$ cat config.mk
export PLATFORM = sky130hd
export DESIGN_NAME = pus_back
export DESIGN_NICKNAME = d
export VERILOG_FILES = /design/src/sv/pus_pkg.sv /design/src/sv/pus_back.sv
export SDC_FILE = /design/constraint.sdc
export NUM_CORES = 1
export LEC_CHECK = 0
export BUFFER_PORTS_ARGS = -buffer_cell sky130_fd_sc_hd__buf_2
export CAP_MARGIN = 20
export CORE_MARGIN = 2
export CORE_UTILIZATION = 45
export CTS_CLUSTER_DIAMETER = 80
export DETAILED_ROUTE_END_ITERATION = 8
export SLEW_MARGIN = 20
export SYNTH_ARGS = -nofsm -noshare
export SYNTH_HDL_FRONTEND = slang
export SYNTH_SLANG_ARGS = --single-unit
$ cat constraint.sdc
create_clock -name clk -period 18.1 [get_ports clk]
set_input_delay 1.81 -clock clk [delete_from_list [all_inputs] [get_ports clk]]
set_output_delay 1.81 -clock clk [all_outputs]
set_load 0.005 [all_outputs]
$ cat src/sv/pus_pkg.sv
// Shared types, constants and the Paeth predictor for the PNG scanline unfilter.
// No dependencies; imported by the top level, the line store, the sequencer and the reconstruction stage.
package pus_pkg;

  // Line store geometry
  localparam int MAX_ROW_PIXELS = 4096;
  localparam int STORE_DEPTH    = MAX_ROW_PIXELS * 4;
  localparam int ADDR_W         = (STORE_DEPTH > 1) ? $clog2(STORE_DEPTH) : 1;
  localparam int ROWB_W         = $clog2(STORE_DEPTH + 1);
  localparam int ROW_PIX_W      = $clog2(MAX_ROW_PIXELS + 1);

  // Configuration register widths and indexes
  localparam int CFG_DATA_W = 16;
  localparam int CFG_IDX_W  = 2;
  localparam logic [CFG_IDX_W-1:0] CFG_PIXELS = 2'd0;
  localparam logic [CFG_IDX_W-1:0] CFG_BPP    = 2'd1;
  localparam logic [CFG_IDX_W-1:0] CFG_ROWS   = 2'd2;

  typedef enum logic [2:0] {
    FLT_NONE  = 3'd0,
    FLT_SUB   = 3'd1,
    FLT_UP    = 3'd2,
    FLT_AVG   = 3'd3,
    FLT_PAETH = 3'd4
  } filter_t;

  typedef struct packed {
    logic [12:0] pixels_per_row;
    logic [2:0]  bytes_per_pixel;
    logic [15:0] rows_per_image;
  } cfg_t;

  // One data byte on its way from the sequencer to the reconstruction stage
  typedef struct packed {
    logic [7:0]        stream_byte;
    logic [1:0]        channel;
    logic              first_pixel;
    logic              first_row;
    filter_t           filter;
    logic              row_end;
    logic              image_end;
    logic [ADDR_W-1:0] addr;
  } stage_t;

  // Paeth predictor: nearest of a, b, c to a+b-c, ties in the order a, b, c
  function automatic logic [7:0] paeth(input logic [7:0] a, input logic [7:0] b,
                                       input logic [7:0] c);
    logic signed [9:0] da;
    logic signed [9:0] db;
    logic signed [9:0] dc;
    logic [9:0] pa;
    logic [9:0] pb;
    logic [9:0] pc;
    logic [7:0] res;
    da = $signed({2'b00, b}) - $signed({2'b00, c});
    db = $signed({2'b00, a}) - $signed({2'b00, c});
    dc = da + db;
    pa = da[9] ? 10'(-da) : 10'(da);
    pb = db[9] ? 10'(-db) : 10'(db);
    pc = dc[9] ? 10'(-dc) : 10'(dc);
    if (pa <= pb && pa <= pc) res = a;
    else if (pb <= pc) res = b;
    else res = c;
    return res;
  endfunction

endpackage

$ cat src/sv/pus_back.sv
// Reconstruction stage: forms the prediction from left, upper and upper-left
// bytes, writes the line store back and holds the output register. Uses pus_pkg.
module pus_back import pus_pkg::*; (
  input  logic              clk,
  input  logic              rst_n,
  input  logic              stage_vld,
  input  stage_t            stage,
  output logic              stage_adv,
  input  logic [7:0]        rd_data,
  output logic              wr_en,
  output logic [ADDR_W-1:0] wr_addr,
  output logic [7:0]        wr_data,
  output logic              out_valid,
  input  logic              out_ready,
  output logic [7:0]        out_pixel_byte,
  output logic [1:0]        out_channel_index,
  output logic              out_row_end,
  output logic              out_image_end
);

  logic [7:0] left_r [4];
  logic [7:0] uleft_r [4];
  logic       out_vld_r;
  logic [7:0] out_byte_r;
  logic [1:0] out_ch_r;
  logic       out_row_end_r;
  logic       out_img_end_r;

  logic [7:0] a, b, c, pred, rec;
  logic [8:0] sum_ab;

  // Prediction and reconstructed byte
  always_comb begin
    b      = stage.first_row ? 8'd0 : rd_data;
    a      = stage.first_pixel ? 8'd0 : left_r[stage.channel];
    c      = stage.first_pixel ? 8'd0 : uleft_r[stage.channel];
    sum_ab = {1'b0, a} + {1'b0, b};
    case (stage.filter)
      FLT_SUB:   pred = a;
      FLT_UP:    pred = b;
      FLT_AVG:   pred = sum_ab[8:1];
      FLT_PAETH: pred = paeth(a, b, c);
      default:   pred = 8'd0;
    endcase
    rec = stage.stream_byte + pred;
  end

  // Move the stage into the output register when it is free or being drained
  assign stage_adv = stage_vld && (!out_vld_r || out_ready);
  assign wr_en     = stage_adv;
  assign wr_addr   = stage.addr;
  assign wr_data   = rec;

  always_ff @(posedge clk) begin
    if (!rst_n) begin
      out_vld_r <= 1'b0;
      for (int i = 0; i < 4; i++) begin
        left_r[i]  <= 8'd0;
        uleft_r[i] <= 8'd0;
      end
    end else begin
      if (stage_adv) begin
        out_vld_r                <= 1'b1;
        left_r[stage.channel]  <= rec;
        uleft_r[stage.channel] <= b;
      end else if (out_ready) begin
        out_vld_r <= 1'b0;
      end
    end
  end

  // Output payload
  always_ff @(posedge clk) begin
    if (stage_adv) begin
      out_byte_r    <= rec;
      out_ch_r      <= stage.channel;
      out_row_end_r <= stage.row_end;
      out_img_end_r <= stage.image_end;
    end
  end

  assign out_valid         = out_vld_r;
  assign out_pixel_byte    = out_byte_r;
  assign out_channel_index = out_ch_r;
  assign out_row_end       = out_row_end_r;
  assign out_image_end     = out_img_end_r;

endmodule

==> flow_summary_export.csv <==
group,metric,value,unit
synth,async_flop_share,0,
placement,portBuffers,51,
cells_and_area,area_growth,9.268,%
clock_tree,numCtsBuffers,9,
floorplanning,ios,80,
drt,avgRoutedWirePerCell,19.45,um
floorplanning,num_rows,44,
power,netSwitchingPower,0.0004368,W
timing,setup_tns,0,ps
clock_tree,h-tree-depth,3,
critical_path,worstPathMaxFanout,24,
power,seq_power_share,0.210,
floorplanning,dieWidth,126.0,um
placement,placed_cell_area,6994,um^2
hold_path,min_to,"out_valid",
global_routing,grt_pass1_wl,28.36,mm
critical_path,cp.required,16290,ps
critical_path,worstSetupEndpointType,"output port",
drt,drt-total-wl,17.70,mm
drt,drc_errors,0,
timing,fin_crit_sh,0.6953,
hold_path,whs_path_depth,2,
critical_path,cp_num_buf_inv,2,
synth,syn_inst,693,
global_routing,antenna_found_initial,0,
synth,yosysSeqAreaShare,0.3438,
hold_path,holdCritStartpoint,"out_valid",
timing,tightest_slew,868.9,ps
critical_path,critPathLaunchType,"input pin",
drt,vias,5295,
cells_and_area,finish.instance_area,7317,um^2
critical_path,critical_path.most_common_cell,"ha_1",
synth,synthDistinctLibCells,70,
critical_path,crit_family,"compound AO/OA/AOI/OAI gates",
timing,max_freq,79.46,MHz
cells_and_area,final_common_cell,"nor2_1",
timing,slew_headroom,0.4193,
critical_path,path_class,"in2out",
critical_path,worstPathArrival,10780,ps
critical_path,rr_startpoint,"left_r[2][2]",
power,max-vdd-ir-drop,0.06636,mV
floorplanning,dieArea,15870,um^2
clock_tree,path_clk_slew,60,ps
hold_path,min_path_type,"reg2reg",
job,maxCapViolCount,0,
cells_and_area,fin_nets,837,
critical_path,cp_slowest_cell,"mux4_2",
power,leakagePower,3.168,nW
drt,first_iter_violations,298,
power,combPwrFrac,0.603,
clock_tree,post_cts_buffers,0,
synth,synth_edf_count,76,
drt,viasPerCell,5.819,
synth,yosysWarnings,0,
timing,rsz0062_at_grt,"false",
critical_path,r2r_end,"left_r[1][7]",
floorplanning,core,14530,um^2
synth,syn_area,6696,um^2
clock_tree,cts_max_path_buffers,2,
global_routing,grt_use_total,0.2296,
global_routing,grt_start_max_net_pins,25,
floorplanning,initial_utilization,0.4607,
clock_tree,root_buffer,"clkbuf_16",
floorplanning,die_h,126.0,um
clock_tree,cts_tree,"yes",
timing,setup_viol,0,
cells_and_area,antenna_cells,0,
critical_path,ff2ff_path_depth,32,
cells_and_area,fillers,1350,
drt,postRouteAntennaNets,0,
timing,fin_skew,8.688,ps
placement,place_hpwl,13.75,mm
clock_tree,cts_resized,0,
synth,ys_ff_latch,77,
cells_and_area,drive_gt1_frac,0.1405,
cells_and_area,most-common-layout-cells,"92 x nor2_1, 76 x edfxtp_1, 70 x ha_1",
global_routing,grt_overflow,0,
timing,finalHoldViolCount,0,
status,status,"complete, no violations",
synth,avgSynthCellArea,9.663,um^2
synth,synth-main-ff-cell,"edfxtp_1",
power,power_density,139.9,nW/um^2
timing,drv_slew,0,
critical_path,cp_slowest_stage_delay,570,ps
placement,gp_congestion,0.9471,
cells_and_area,fin_cells,910,
placement,dp.cells,894,
clock_tree,clk_latency,330,ps
critical_path,r2r_slack,9110,ps
global_routing,grt_pass1_vias,5343,
power,clockPowerShare,0.187,
clock_tree,holdBufCountCts,0,
timing,finalCriticalPeriod,12590,ps
drt,dr.pass1.iters,5,
clock_tree,clock-sinks,77,
power,switching_share,0.4267,
power,p_int,0.0005869,W
==> Yosys cell counts (5+ instances only) <==
master	count	area [um^2]
nor2_1	92	345.3
edfxtp_1	76	2282
ha_1	70	875.8
inv_1	53	198.9
nand2_1	38	142.6
xnor2_1	32	280.3
a21oi_1	31	155.2
o21ai_0	28	140.1
clkbuf_1	20	75.07
nand2b_1	19	118.9
xor2_1	19	166.4
buf_4	15	112.6
o21a_1	15	112.6
mux2i_1	13	130.1
mux4_2	13	292.8
nor3_1	12	60.06
nand3_1	11	55.05
nor2b_1	11	68.82
o21bai_1	10	75.07
a21o_1	9	67.56
and2_1	7	43.79
nand4_1	6	37.54
or3_1	6	37.54
o22ai_1	5	31.28
==> registers in the layout, summed over array words and instances (netlist names) <==
name	flops
out_pixel_byte	8
uleft_r	32
out_valid	1
left_r	32
out_image_end	1
out_channel_index	2
out_row_end	1
==> power groups by stage <==
stage               combinational, W  clock [W]  sequential, W
global route                0.000690   0.000203       0.000216
global placement            0.000595          0       0.000218
CTS                         0.000614   0.000193       0.000215
floorplan                   0.000458          0       0.000219
finish                      0.000617   0.000192       0.000215
detailed placement          0.000610          0       0.000219
==> cell families after synthesis <==
kind of cell | share of synthesized area
compound gates | 0.1439
xor+xnor | 0.06913
fa+ha+maj | 0.1413
buf+inv | 0.05998
flops | 0.3438
mux | 0.08109
other cells | 0.001121
simple gates | 0.1598
==> final cells by class <==
cell class                      count  area, um^2  share of cell area
Inverter                           53       198.9             0.02719
Clock inverter                      7       97.59             0.01334
Sequential cell                    77        2302              0.3146
Tap cell                          184       230.2             0.03146
Clock buffer                        9       225.2             0.03078
Timing Repair Buffer               52       262.8             0.03591
Multi-Input combinational cell    528        4000              0.5467
==> worst max path at each step <==
| stage | endpoint | startpoint | cells after the start |
|---|---|---|---|
| after floorplan | wr_data[7] | stage[21] | 34 |
| after global placement | wr_data[7] | stage[21] | 33 |
| after detailed placement | wr_data[7] | stage[21] | 33 |
| after CTS | wr_data[7] | stage[21] | 33 |
| after global routing | wr_data[7] | stage[21] | 33 |
| final | wr_data[7] | stage[21] | 33 |
==> per-layer routing <==
layer | up-vias | share of wire | GRT usage
li1 | 2531 | - | -
met1 | 2567 | 0.42 | 0.2937
met2 | 169 | 0.51 | 0.4016
met3 | 28 | 0.046 | 0.03314
met4 | 0 | 0.023 | 0.07304
met5 | - | 0 | 0
==> tightest hold or removal path, delay by kind of cell, from the launching register on <==
family,cells,cell delay [ps]
compound gates,1,80
flops,1,320
simple gates,1,90
==> metrics by stage <==
| stage | power [W] | util | setup WS, ps | hold WS, ps |
|---|---|---|---|---|
| after detailed placement | 0.0008287 | 0.4812 | 5508 | 529.4 |
| after floorplan | 0.0006769 | - | 6276 | 487.9 |
| final | 0.001024 | 0.5034 | 5515 | 540.0 |
| after CTS | 0.001022 | 0.5034 | 5492 | 537.7 |
| after global routing | 0.001109 | 0.5034 | 4784 | 592.4 |
| after global placement | 0.0008136 | 0.4812 | 5695 | 478.7 |
(Power assumes the default switching activity.)
