### config.mk
export PLATFORM = sky130hd
export DESIGN_NAME = pus_front
export DESIGN_NICKNAME = d
export VERILOG_FILES = /design/src/sv/pus_pkg.sv /design/src/sv/pus_front.sv
export SDC_FILE = /design/constraint.sdc
export NUM_CORES = 1
export LEC_CHECK = 0
export CAP_MARGIN = 20
export CORE_MARGIN = 3
export CORE_UTILIZATION = 55
export DETAILED_ROUTE_END_ITERATION = 8
export DONT_BUFFER_PORTS = 1
export GPL_ROUTABILITY_DRIVEN = 0
export HOLD_SLACK_MARGIN = 0.02
export MAX_ROUTING_LAYER = met4
export PLACE_DENSITY_LB_ADDON = 0.08
export REMOVE_ABC_BUFFERS = 1
export SLEW_MARGIN = 25
export SYNTH_ARGS = -nofsm -noshare
export SYNTH_HDL_FRONTEND = slang
export SYNTH_SLANG_ARGS = --single-unit
### constraint.sdc
create_clock -name clk -period 5.25 [get_ports clk]
set_clock_uncertainty 0.05 [all_clocks]
set_input_delay 1.05 -clock clk [delete_from_list [all_inputs] [get_ports clk]]
set_output_delay 1.05 -clock clk [all_outputs]
set_load 0.01 [all_outputs]
### src/sv/pus_pkg.sv
// Shared types, constants and the Paeth predictor for the PNG scanline unfilter.
// No dependencies; imported by the top level, the line store, the sequencer and the reconstruction stage.
package pus_pkg;

  // Line store geometry
  localparam int MAX_ROW_PIXELS = 4096;
  localparam int STORE_DEPTH    = MAX_ROW_PIXELS * 4;
  localparam int ADDR_W         = (STORE_DEPTH > 1) ? $clog2(STORE_DEPTH) : 1;
  localparam int ROWB_W         = $clog2(STORE_DEPTH + 1);
  localparam int ROW_PIX_W      = $clog2(MAX_ROW_PIXELS + 1);

  // Configuration register widths and indexes
  localparam int CFG_DATA_W = 16;
  localparam int CFG_IDX_W  = 2;
  localparam logic [CFG_IDX_W-1:0] CFG_PIXELS = 2'd0;
  localparam logic [CFG_IDX_W-1:0] CFG_BPP    = 2'd1;
  localparam logic [CFG_IDX_W-1:0] CFG_ROWS   = 2'd2;

  typedef enum logic [2:0] {
    FLT_NONE  = 3'd0,
    FLT_SUB   = 3'd1,
    FLT_UP    = 3'd2,
    FLT_AVG   = 3'd3,
    FLT_PAETH = 3'd4
  } filter_t;

  typedef struct packed {
    logic [12:0] pixels_per_row;
    logic [2:0]  bytes_per_pixel;
    logic [15:0] rows_per_image;
  } cfg_t;

  // One data byte on its way from the sequencer to the reconstruction stage
  typedef struct packed {
    logic [7:0]        stream_byte;
    logic [1:0]        channel;
    logic              first_pixel;
    logic              first_row;
    filter_t           filter;
    logic              row_end;
    logic              image_end;
    logic [ADDR_W-1:0] addr;
  } stage_t;

  // Paeth predictor: nearest of a, b, c to a+b-c, ties in the order a, b, c
  function automatic logic [7:0] paeth(input logic [7:0] a, input logic [7:0] b,
                                       input logic [7:0] c);
    logic signed [9:0] da;
    logic signed [9:0] db;
    logic signed [9:0] dc;
    logic [9:0] pa;
    logic [9:0] pb;
    logic [9:0] pc;
    logic [7:0] res;
    da = $signed({2'b00, b}) - $signed({2'b00, c});
    db = $signed({2'b00, a}) - $signed({2'b00, c});
    dc = da + db;
    pa = da[9] ? 10'(-da) : 10'(da);
    pb = db[9] ? 10'(-db) : 10'(db);
    pc = dc[9] ? 10'(-dc) : 10'(dc);
    if (pa <= pb && pa <= pc) res = a;
    else if (pb <= pc) res = b;
    else res = c;
    return res;
  endfunction

endpackage

### src/sv/pus_front.sv
// Row sequencer: takes stream bytes, tracks filter, position and row count,
// issues the line-store read and holds one data byte for reconstruction. Uses pus_pkg.
module pus_front import pus_pkg::*; (
  input  logic              clk,
  input  logic              rst_n,
  input  cfg_t              cfg,
  input  logic              in_valid,
  output logic              in_ready,
  input  logic [7:0]        in_stream_byte,
  input  logic              stage_adv,
  output logic              stage_vld,
  output stage_t            stage,
  output logic              rd_en,
  output logic [ADDR_W-1:0] rd_addr
);

  logic              awaiting_r, awaiting_nxt;
  logic              first_row_r, first_row_nxt;
  filter_t           filter_r, filter_nxt;
  logic [ADDR_W-1:0] pos_r, pos_nxt;
  logic [1:0]        mod3_r, mod3_nxt;
  logic [15:0]       row_cnt_r, row_cnt_nxt;
  logic              stage_vld_r, stage_vld_nxt;
  stage_t            stage_r, stage_nxt;

  logic                 bpp4;
  logic [1:0]           ch;
  logic                 first_pix;
  logic [31:0]          pix32;
  logic [ROW_PIX_W-1:0] width_eff;
  logic [ROWB_W-1:0]    row_bytes;
  logic [15:0]          rows_eff;
  logic                 row_end;
  logic                 image_end;
  logic                 accept;

  // Effective geometry from the configuration
  always_comb begin
    bpp4      = (cfg.bytes_per_pixel >= 3'd4);
    ch        = bpp4 ? pos_r[1:0] : mod3_r;
    first_pix = bpp4 ? (pos_r < ADDR_W'(4)) : (pos_r < ADDR_W'(3));
    pix32     = 32'(cfg.pixels_per_row);
    if (pix32 == 32'd0) width_eff = ROW_PIX_W'(1);
    else if (pix32 > 32'(MAX_ROW_PIXELS)) width_eff = ROW_PIX_W'(MAX_ROW_PIXELS);
    else width_eff = ROW_PIX_W'(pix32);
    row_bytes = bpp4 ? (ROWB_W'(width_eff) << 2)
                     : (ROWB_W'(width_eff) + (ROWB_W'(width_eff) << 1));
    rows_eff  = (cfg.rows_per_image == 16'd0) ? 16'd1 : cfg.rows_per_image;
    row_end   = (ROWB_W'(pos_r) + ROWB_W'(1)) >= row_bytes;
    image_end = row_end && (({1'b0, row_cnt_r} + 17'd1) >= {1'b0, rows_eff});
  end

  assign in_ready = !stage_vld_r || stage_adv;
  assign accept   = in_valid && in_ready;
  assign rd_en    = accept && !awaiting_r;
  assign rd_addr  = pos_r;

  // Advance row state on each accepted request
  always_comb begin
    awaiting_nxt  = awaiting_r;
    first_row_nxt = first_row_r;
    filter_nxt    = filter_r;
    pos_nxt       = pos_r;
    mod3_nxt      = mod3_r;
    row_cnt_nxt   = row_cnt_r;
    stage_vld_nxt = stage_adv ? 1'b0 : stage_vld_r;
    stage_nxt     = stage_r;
    if (accept) begin
      if (awaiting_r) begin
        filter_nxt    = (in_stream_byte > {5'd0, FLT_PAETH}) ? FLT_NONE
                                                             : filter_t'(in_stream_byte[2:0]);
        awaiting_nxt  = 1'b0;
        pos_nxt       = '0;
        mod3_nxt      = 2'd0;
      end else begin
        stage_vld_nxt         = 1'b1;
        stage_nxt.stream_byte = in_stream_byte;
        stage_nxt.channel     = ch;
        stage_nxt.first_pixel = first_pix;
        stage_nxt.first_row   = first_row_r;
        stage_nxt.filter      = filter_r;
        stage_nxt.row_end     = row_end;
        stage_nxt.image_end   = image_end;
        stage_nxt.addr        = pos_r;
        if (row_end) begin
          awaiting_nxt  = 1'b1;
          pos_nxt       = '0;
          mod3_nxt      = 2'd0;
          if (image_end) begin
            row_cnt_nxt   = 16'd0;
            first_row_nxt = 1'b1;
          end else begin
            row_cnt_nxt   = row_cnt_r + 16'd1;
            first_row_nxt = 1'b0;
          end
        end else begin
          pos_nxt  = pos_r + ADDR_W'(1);
          // Track position modulo three for the RGB channel index
          mod3_nxt = (mod3_r == 2'd2) ? 2'd0 : mod3_r + 2'd1;
        end
      end
    end
  end

  // Control state
  always_ff @(posedge clk) begin
    if (!rst_n) begin
      awaiting_r  <= 1'b1;
      first_row_r <= 1'b1;
      filter_r    <= FLT_NONE;
      pos_r       <= '0;
      mod3_r      <= 2'd0;
      row_cnt_r   <= 16'd0;
      stage_vld_r <= 1'b0;
    end else begin
      awaiting_r  <= awaiting_nxt;
      first_row_r <= first_row_nxt;
      filter_r    <= filter_nxt;
      pos_r       <= pos_nxt;
      mod3_r      <= mod3_nxt;
      row_cnt_r   <= row_cnt_nxt;
      stage_vld_r <= stage_vld_nxt;
    end
  end

  // Stage payload
  always_ff @(posedge clk) begin
    stage_r <= stage_nxt;
  end

  assign stage_vld = stage_vld_r;
  assign stage     = stage_r;

endmodule

==> metrics.txt, run 1 <==
DR DRC count=0; largest net degree at the start of global routing=35; Ant. Diodes=0; Top Metal Used=met4; Slew HR=0.556; TritonCTS clock tree=built; number of global-route vias before repair=3,837; deepest clock path buffer count=2; final setup fails=0; Initial DRT Pass Iterations=4; pwr dens=229 nW/um2; CTS buffer count=9; Routed Wire Length=11,100 um; status=finished, final reports clean; Die H=99.7 um; Mean Syn Cell Area=8.66 um2; DIE WIDTH=99.7 um; commonest cells after routing, fill and taps aside=nand2_1, nor2_1, a21oi_1; remaining global-route overflow=0; clock sink total=69; hpwl dp=8320 um; via count=4,152; Root Driver=clkbuf_8; share of the synthesized area in the top cell type=0.193; peak supply drop=130 uV; Post-synth EDFFs=31; core area=8380 um2; Synth area leader=edfxtp_1; Critical Path End Type=flip-flop; Async SR Flop Fraction=0; Setup TNS=0 ns; FF+latch count, synth=69; met3 WL=845 um; Met1 Wirelength=5220 um; Reg2Reg Setup Slack=1.00 ns; crit path DAT=5.09 ns; hold_sp=filter_r[2]$_SDFFE_PN0P_; CTS H-tree lvls=3; P&R area growth vs syn=8.81%; Routed Antenna Nets=0; initial antenna violation count=0; Layout Nets=646; Seq/Total Area, Yosys=0.350; Syn Inst Count=558; drt wl/cell=16.5 um; Initial DRC Count=151; Clock transition at path regs=0.08 ns; Fmax=204 MHz; RSZ-0062 raised after global routing=no; max-cap violations=0; CP Launch Type=input port; GRT Resource Usage Total=0.232; period utilization=0.932; top area cells in the synthesized netlist=edfxtp_1, dfxtp_1, ha_1; static leakage=2.05 nW; ys flop type=dfxtp_1; Cells after DPL=657; worst-margin pin slew=0.657 ns; Crit path required time=5.45 ns; first-pass GRT wire length=18,400 um; WHS Path Cells=0; FF-to-FF End=row_cnt_r[13]$_SDFFE_PN0P_; crit-path max FO=15; synth unique cells=66; clock latency on the worst-skew pair=0.34 ns; R2R cell count=14; Post-CTS Setup Repair Bufs=0; Initial Util=0.576; Top-Level Pins=92; worst r2r src=row_cnt_r[0]$_SDFFE_PN0P_; Synth Warn #=0; via/cell ratio=6.17; Die ar.=9940 um2; WHS Endpoint=stage[18]$_DFFE_PP_; Max Slew Vio Count=0; Worst Hold Class=reg -> reg; final instance area=5260 um2; row cnt=33; non-filler cells, final=673; critical path type=in -> reg; min cycle time layout=4.89 ns; Post-Syn Area=4830 um2; final hold viol count=0; most common cell after layout, fill and taps aside=nand2_1; fraction of layout cells with a size suffix above 1=0.121; met2 routed WL=4930 um; number of port buffers=0; DP Area=4990 um2
flip-flops by register name, summed over array words and instances, names as in the netlist:
name,flops
mod3_r,2
first_row_r,1
rd_addr,14
stage,31
row_cnt_r,16
awaiting_r,1
stage_vld,1
filter_r,3
per-stage QoR:
step                      hold slack [ns]  total power, mW   util  setup slack [ns]
after floorplan                     0.350            0.694      -           -0.0252
after global placement              0.359            0.727  0.596           -0.0915
after detailed placement            0.365            0.733  0.596            -0.206
after CTS                           0.384             1.21  0.622             0.114
after global routing                0.408             1.25  0.627            0.0167
final                               0.385             1.20  0.627             0.359
metal layers:
metal  GRT usage  vias to the layer above
li1            -                     2053
met1       0.319                     1929
met2       0.344                      163
met3      0.0512                        7
met4      0.0683                        0
met5           -                        -
what timing repair did:
action,4_1_cts,5_1_grt
hold buffers,0,0
resized for setup,0,8
setup endpoints to repair,0,33
critical path, stage by stage:
cell      delay (ns)
nor4_4          0.30
a41oi_2         0.20
nor2_2          0.15
ha_1            0.19
ha_2            0.21
o21ai_0         0.10
a222oi_1        0.36
nor2_1          0.13
xor2_1          0.18
o21ai_1         0.12
nand2_1         0.08
ha_1            0.31
a21o_1          0.16
a211o_1         0.29
or4_4           0.58
a211oi_4        0.27
buf_12          0.18
o21ai_0         0.08
a21oi_1         0.14
cell usage after synthesis (6+ instances only):
| cell | n |
|---|---|
| nor4_1 | 11 |
| xnor2_1 | 22 |
| inv_1 | 30 |
| and3_1 | 6 |
| o22ai_1 | 8 |
| o21ai_0 | 23 |
| nand3_1 | 28 |
| or3_1 | 8 |
| dfxtp_1 | 38 |
| ha_1 | 39 |
| a21oi_1 | 39 |
| nor2b_1 | 8 |
| clkbuf_1 | 17 |
| or2_2 | 9 |
| and2_1 | 7 |
| nor3_1 | 11 |
| a22oi_1 | 8 |
| a211oi_1 | 6 |
| nor2_1 | 42 |
| nand4_1 | 9 |
| nand2b_1 | 8 |
| xor2_1 | 11 |
| nand2_1 | 54 |
| edfxtp_1 | 31 |
final cells by class:
class | instances | area, um2
clock buffer | 9 | 124
clock inverter | 7 | 97.6
fill | 720 | 3130
inverter | 30 | 113
multi-input combinational | 430 | 2910
sequential | 69 | 1690
tap | 105 | 131
timing repair buffer | 23 | 185
where the power goes:
group	internal, mW	total [mW]	switching (mW)
logic	0.0644	0.140	0.0761
clock network	0.270	0.482	0.212
registers	0.571	0.581	0.0104
total	0.905	1.20	0.299
worst max path at each step:
stage          depth (start not counted)                        end  startpoint
6_report                              19    rd_addr[4]$_SDFFE_PN0P_     cfg[22]
5_1_grt                               19    rd_addr[4]$_SDFFE_PN0P_     cfg[22]
4_1_cts                               19    rd_addr[4]$_SDFFE_PN0P_     cfg[22]
3_5_place_dp                          19    rd_addr[4]$_SDFFE_PN0P_     cfg[22]
3_3_place_gp                          18  row_cnt_r[0]$_SDFFE_PN0P_     cfg[22]
2_1_floorplan                         18   rd_addr[13]$_SDFFE_PN0P_     cfg[22]
logic make-up (layout without fill, tap and decap cells):
kind of cell	Yosys count	after routing	share of synthesized area
xor+xnor	33	33	0.0598
fa+ha+maj	39	39	0.101
compound gates	134	134	0.190
flops	69	69	0.350
buf+inv	59	69	0.0554
simple gates	217	217	0.228
mux	7	7	0.0150
Note: power is estimated with default switching activity, not from simulation.
==> run 2, diff against run 1 <==
--- a/config.mk
+++ b/config.mk
@@ -7,7 +7,7 @@
 export LEC_CHECK = 0
 export CAP_MARGIN = 20
 export CORE_MARGIN = 3
-export CORE_UTILIZATION = 55
+export CORE_UTILIZATION = 45
 export DETAILED_ROUTE_END_ITERATION = 8
 export DONT_BUFFER_PORTS = 1
 export GPL_ROUTABILITY_DRIVEN = 0
==> metrics.txt, run 2 (synthesis gave the netlist of run 1 again) <==
max incr delay on CP=0.58 ns; status=finished, final reports clean; Critical Path Slowest Stage Cell=or4_4; DR DRC count=0; RSZ-0062 raised after global routing=no; Slew HR=0.590; crit path DAT=5.16 ns; pwr dens=236 nW/um2; Overall Power=1.25 mW; Clock transition at path regs=0.08 ns; Crit path required time=5.48 ns; CTS buffer count=9; first-pass GRT wire length=18,400 um; commonest cells after routing, fill and taps aside=nand2_1, nor2_1, a21oi_1, ha_1, dfxtp_1; min cycle time layout=4.93 ns; initial antenna violation count=0; max reg flops=31; Top-Level Pins=92; worst-margin pin slew=0.614 ns; deepest clock path buffer count=2; Root Driver=clkbuf_8; GRT Resource Usage Total=0.197; number of global-route vias before repair=3,857; Cells after DPL=687; cell family with most CP delay=compound AO/OA/AOI/OAI gates; TritonCTS clock tree=built; final setup fails=0; hpwl dp=8400 um; Fmax=203 MHz; Max Slew Vio Count=0; post-CTS resize count=0; fraction of layout cells with a size suffix above 1=0.116; clock latency on the worst-skew pair=0.35 ns; final hold viol count=0; DIE WIDTH=110 um; Worst Hold Class=reg -> reg; Register Area=1690 um2; Post-CTS Setup Repair Bufs=0; most common cell after layout, fill and taps aside=nand2_1; Initial DRC Count=177; Routed Antenna Nets=0; core area=10,400 um2; peak supply drop=198 uV; P&R area growth vs syn=9.76%; drt wl/cell=16.1 um; Ant. Diodes=0; CTS H-tree lvls=3; count of hold buffers inserted by post-cts repair=0; Die H=110 um; remaining global-route overflow=0; Initial Util=0.466; Critical Path End Type=flip-flop; clock sink total=69; via count=4,095; max-cap violations=0; crit-path max FO=15; largest net degree at the start of global routing=33; fillers=981; Routed Wire Length=11,300 um; non-filler cells, final=703; Buf/Inv on CP=1; period utilization=0.939; Layout Nets=645; Initial DRT Pass Iterations=4; critical path type=in -> reg; CP Launch Type=input port; number of port buffers=0; Die ar.=12,000 um2; via/cell ratio=5.83; cell breakdown of the critical path=nor4_2 -> a41oi_2 -> nor2_1 -> ha_1 -> ha_1 -> o21ai_0 -> a222oi_1 -> nor2_1 -> xor2_1 -> o21ai_0 -> nand2_1 -> ha_1 -> a21o_1 -> a211o_1 -> or4_4 -> a211oi_4 -> buf_12 -> o21ai_0 -> a21oi_1; static leakage=2.06 nW; footprint of the multi-input gates=2910 um2; row cnt=37
run 2: cell count changes in the layout (fill, tap and decap cells not counted), sizes merged:
cell,change
buf,-1
inv,-1
clkinvlp,-1
bufinv,+1
clkinv,+1
run 2: layout make-up:
class	count	share of cell area
clock buffers	9	0.0234
clock inverters	7	0.0229
repair buffers	22	0.0335
well taps	136	0.0321
flip-flops and latches	69	0.319
multi-input cells	430	0.548
inverters	30	0.0212
run 2: where the power goes:
part	leakage (nW)	internal, mW	switching, mW
Clock	0.124	0.318	0.213
Sequential	0.595	0.571	0.0102
Combinational	1.35	0.0636	0.0750
run 2: metrics by stage:
step / cell area [um2] / hold slack, ns / util / TNS (ns) / setup slack [ns]
finish: 5300 / 0.382 / 0.511 / 0 / 0.321
detailed placement: 5020 / 0.358 / 0.484 / -3.85 / -0.178
global route: 5300 / 0.401 / 0.511 / 0 / 0.000406
floorplan: 4680 / 0.350 / - / -0.0757 / -0.0252
CTS: 5270 / 0.378 / 0.508 / 0 / 0.180
global placement: 5020 / 0.358 / 0.484 / -2.81 / -0.159
run 2: worst register-to-register path, stage by stage, from the launching register on:
cell and delay (ns):
dfxtp_1 0.47, ha_1 0.29, nand3_1 0.21, nor2_1 0.27, nand3_1 0.19, nor2_1 0.17, xor2_1 0.30, ha_1 0.32
o21ai_0 0.22, nor3_1 0.08, a211oi_1 0.28, nor4bb_1 0.57, nand2_4 0.23, o32ai_1 0.32
run 2: final timing paths:
kind / cells after the start / slack [ns] / endpoint / start
min: 0 / 0.38 / stage[18]$_DFFE_PP_ / filter_r[2]$_SDFFE_PN0P_
max reg2reg: 13 / 1.19 / row_cnt_r[13]$_SDFFE_PN0P_ / row_cnt_r[0]$_SDFFE_PN0P_
min reg2reg: 0 / 0.38 / stage[18]$_DFFE_PP_ / filter_r[2]$_SDFFE_PN0P_
max: 19 / 0.32 / rd_addr[13]$_SDFFE_PN0P_ / cfg[19]
run 2: layer usage:
| layer | part of all wire | global-route usage |
|---|---|---|
| met5 | 0 | - |
| met4 | 0.0048 | 0.0534 |
| met3 | 0.058 | 0.0382 |
| met2 | 0.44 | 0.296 |
| met1 | 0.50 | 0.271 |
==> run 3, diff against run 2 <==
--- a/config.mk
+++ b/config.mk
@@ -6,8 +6,9 @@
 export NUM_CORES = 1
 export LEC_CHECK = 0
 export CAP_MARGIN = 20
+export CORE_ASPECT_RATIO = 1.4
 export CORE_MARGIN = 3
-export CORE_UTILIZATION = 45
+export CORE_UTILIZATION = 27
 export DETAILED_ROUTE_END_ITERATION = 8
 export DONT_BUFFER_PORTS = 1
 export GPL_ROUTABILITY_DRIVEN = 0
==> metrics.txt, run 3 (synthesis gave the netlist of run 1 again) <==
Die H=164 um; Crit path required time=5.43 ns; CTS buffer count=9; worst r2r src=row_cnt_r[0]$_SDFFE_PN0P_; commonest cells after routing, fill and taps aside=nand2_1, nor2_1, a21oi_1; TritonCTS clock tree=built; non-filler cells, final=810; drt wl/cell=16.9 um; count of hold buffers inserted by post-cts repair=0; pwr dens=232 nW/um2; DIE WIDTH=119 um; Top-Level Pins=92; Fmax=200 MHz; Initial DRC Count=172; peak supply drop=151 uV; final hold viol count=0; Worst Hold Class=reg -> reg; Ant. Diodes=0; hold_sp=first_row_r$_SDFFE_PN1P_; deepest clock path buffer count=2; critical path type=in -> reg; Layout Nets=652; core area=17,500 um2; Routed Wire Length=13,700 um; worst-margin pin slew=0.676 ns; Clock transition at path regs=0.06 ns; Initial DRT Pass Iterations=4; max-cap violations=0; Die ar.=19,600 um2; period utilization=0.951; fraction of layout cells with a size suffix above 1=0.136; CTS H-tree lvls=3; remaining global-route overflow=0; Slew HR=0.548; crit path DAT=5.17 ns; min cycle time layout=4.99 ns; clock latency on the worst-skew pair=0.33 ns; most common cell after layout, fill and taps aside=nand2_1; final setup fails=0; initial antenna violation count=0; DR DRC count=0; via count=4,089; crit path from=cfg[19]; max reg flops=31; Routed Antenna Nets=0; static leakage=2.11 nW; Critical Path End Type=flip-flop; Max Slew Vio Count=0; status=finished, final reports clean; hpwl dp=10,600 um; GRT Resource Usage Total=0.143; clock sink total=69; crit-path max FO=7; Cells after DPL=790; Initial Util=0.276; row cnt=57; via/cell ratio=5.05; largest net degree at the start of global routing=31; number of global-route vias before repair=4,031; Root Driver=clkbuf_16; first-pass GRT wire length=21,500 um; number of port buffers=0; P&R area growth vs syn=15.6%; post-layout util=0.320; CP Launch Type=input port
[run 3: cell count changes in the layout (fill, tap and decap cells not counted), moves of 2 or more]
cell        delta
clkbuf_8       -9
buf_4          +4
clkbuf_16     +10
buf_12         +2
ha_1           -2
clkinvlp_4     +3
bufinv_16      -3
[run 3: area by class of cell]
class	instances	area (um2)
clock buffer	9	225
clock inverter	7	50.0
fill	1844	11900
inverter	30	113
multi-input combinational	430	2940
sequential	69	1690
tap	236	295
timing repair buffer	29	273
[run 3: layer usage]
layer  part of all wire  GRT usage
met5                  0          -
met4              0.015     0.0443
met3              0.034     0.0245
met2               0.56      0.274
met1               0.39      0.147
[run 3: critical path: stages]
cell and delay (ns):
nor4_4 0.29, a41oi_2 0.19, nor2_2 0.17, ha_2 0.21, ha_4 0.15, o21ai_0 0.10
buf_4 0.14, a22o_1 0.26, a21o_1 0.18, mux2i_1 0.16, xnor2_1 0.08, o32a_1 0.29
ha_1 0.32, o21ai_0 0.13, a21oi_1 0.07, or4_4 0.59, buf_4 0.17, a21o_2 0.23
buf_12 0.15, a41o_1 0.22
[run 3: final timing paths]
| kind | endpoint | slack (ns) | cells after the start |
|---|---|---|---|
| setup / recovery | row_cnt_r[14]$_SDFFE_PN0P_ | 0.26 | 20 |
| hold / removal | stage[19]$_DFFE_PP_ | 0.37 | 0 |
| setup reg to reg | row_cnt_r[13]$_SDFFE_PN0P_ | 1.29 | 14 |
| hold reg to reg | stage[19]$_DFFE_PP_ | 0.37 | 0 |
[run 3: power breakdown]
part           leakage, nW  switching [mW]  internal [mW]
Sequential           0.595          0.0110          0.572
Combinational         1.39          0.0824         0.0703
Clock                0.128           0.241          0.320
Total                 2.11           0.334          0.962
[run 3: per-stage QoR]
step / hold slack [ns] / power, mW / setup slack (ns) / instance area (um2) / TNS [ns]
after floorplan: 0.350 / 0.694 / -0.0252 / 4680 / -0.0757
after global placement: 0.366 / 0.739 / -0.298 / 5200 / -7.94
after detailed placement: 0.367 / 0.741 / -0.339 / 5200 / -9.62
after CTS: 0.378 / 1.31 / 0.0240 / 5480 / 0
after global routing: 0.399 / 1.35 / -0.00311 / 5580 / -0.00433
final: 0.375 / 1.30 / 0.256 / 5580 / 0
[run 3: repair_timing]
action | CTS | global route
pin swaps | 0 | 6
resized for setup | 1 | 11
setup buffers | 0 | 3
setup endpoints to repair | 1 | 36
gates cloned | 0 | 1
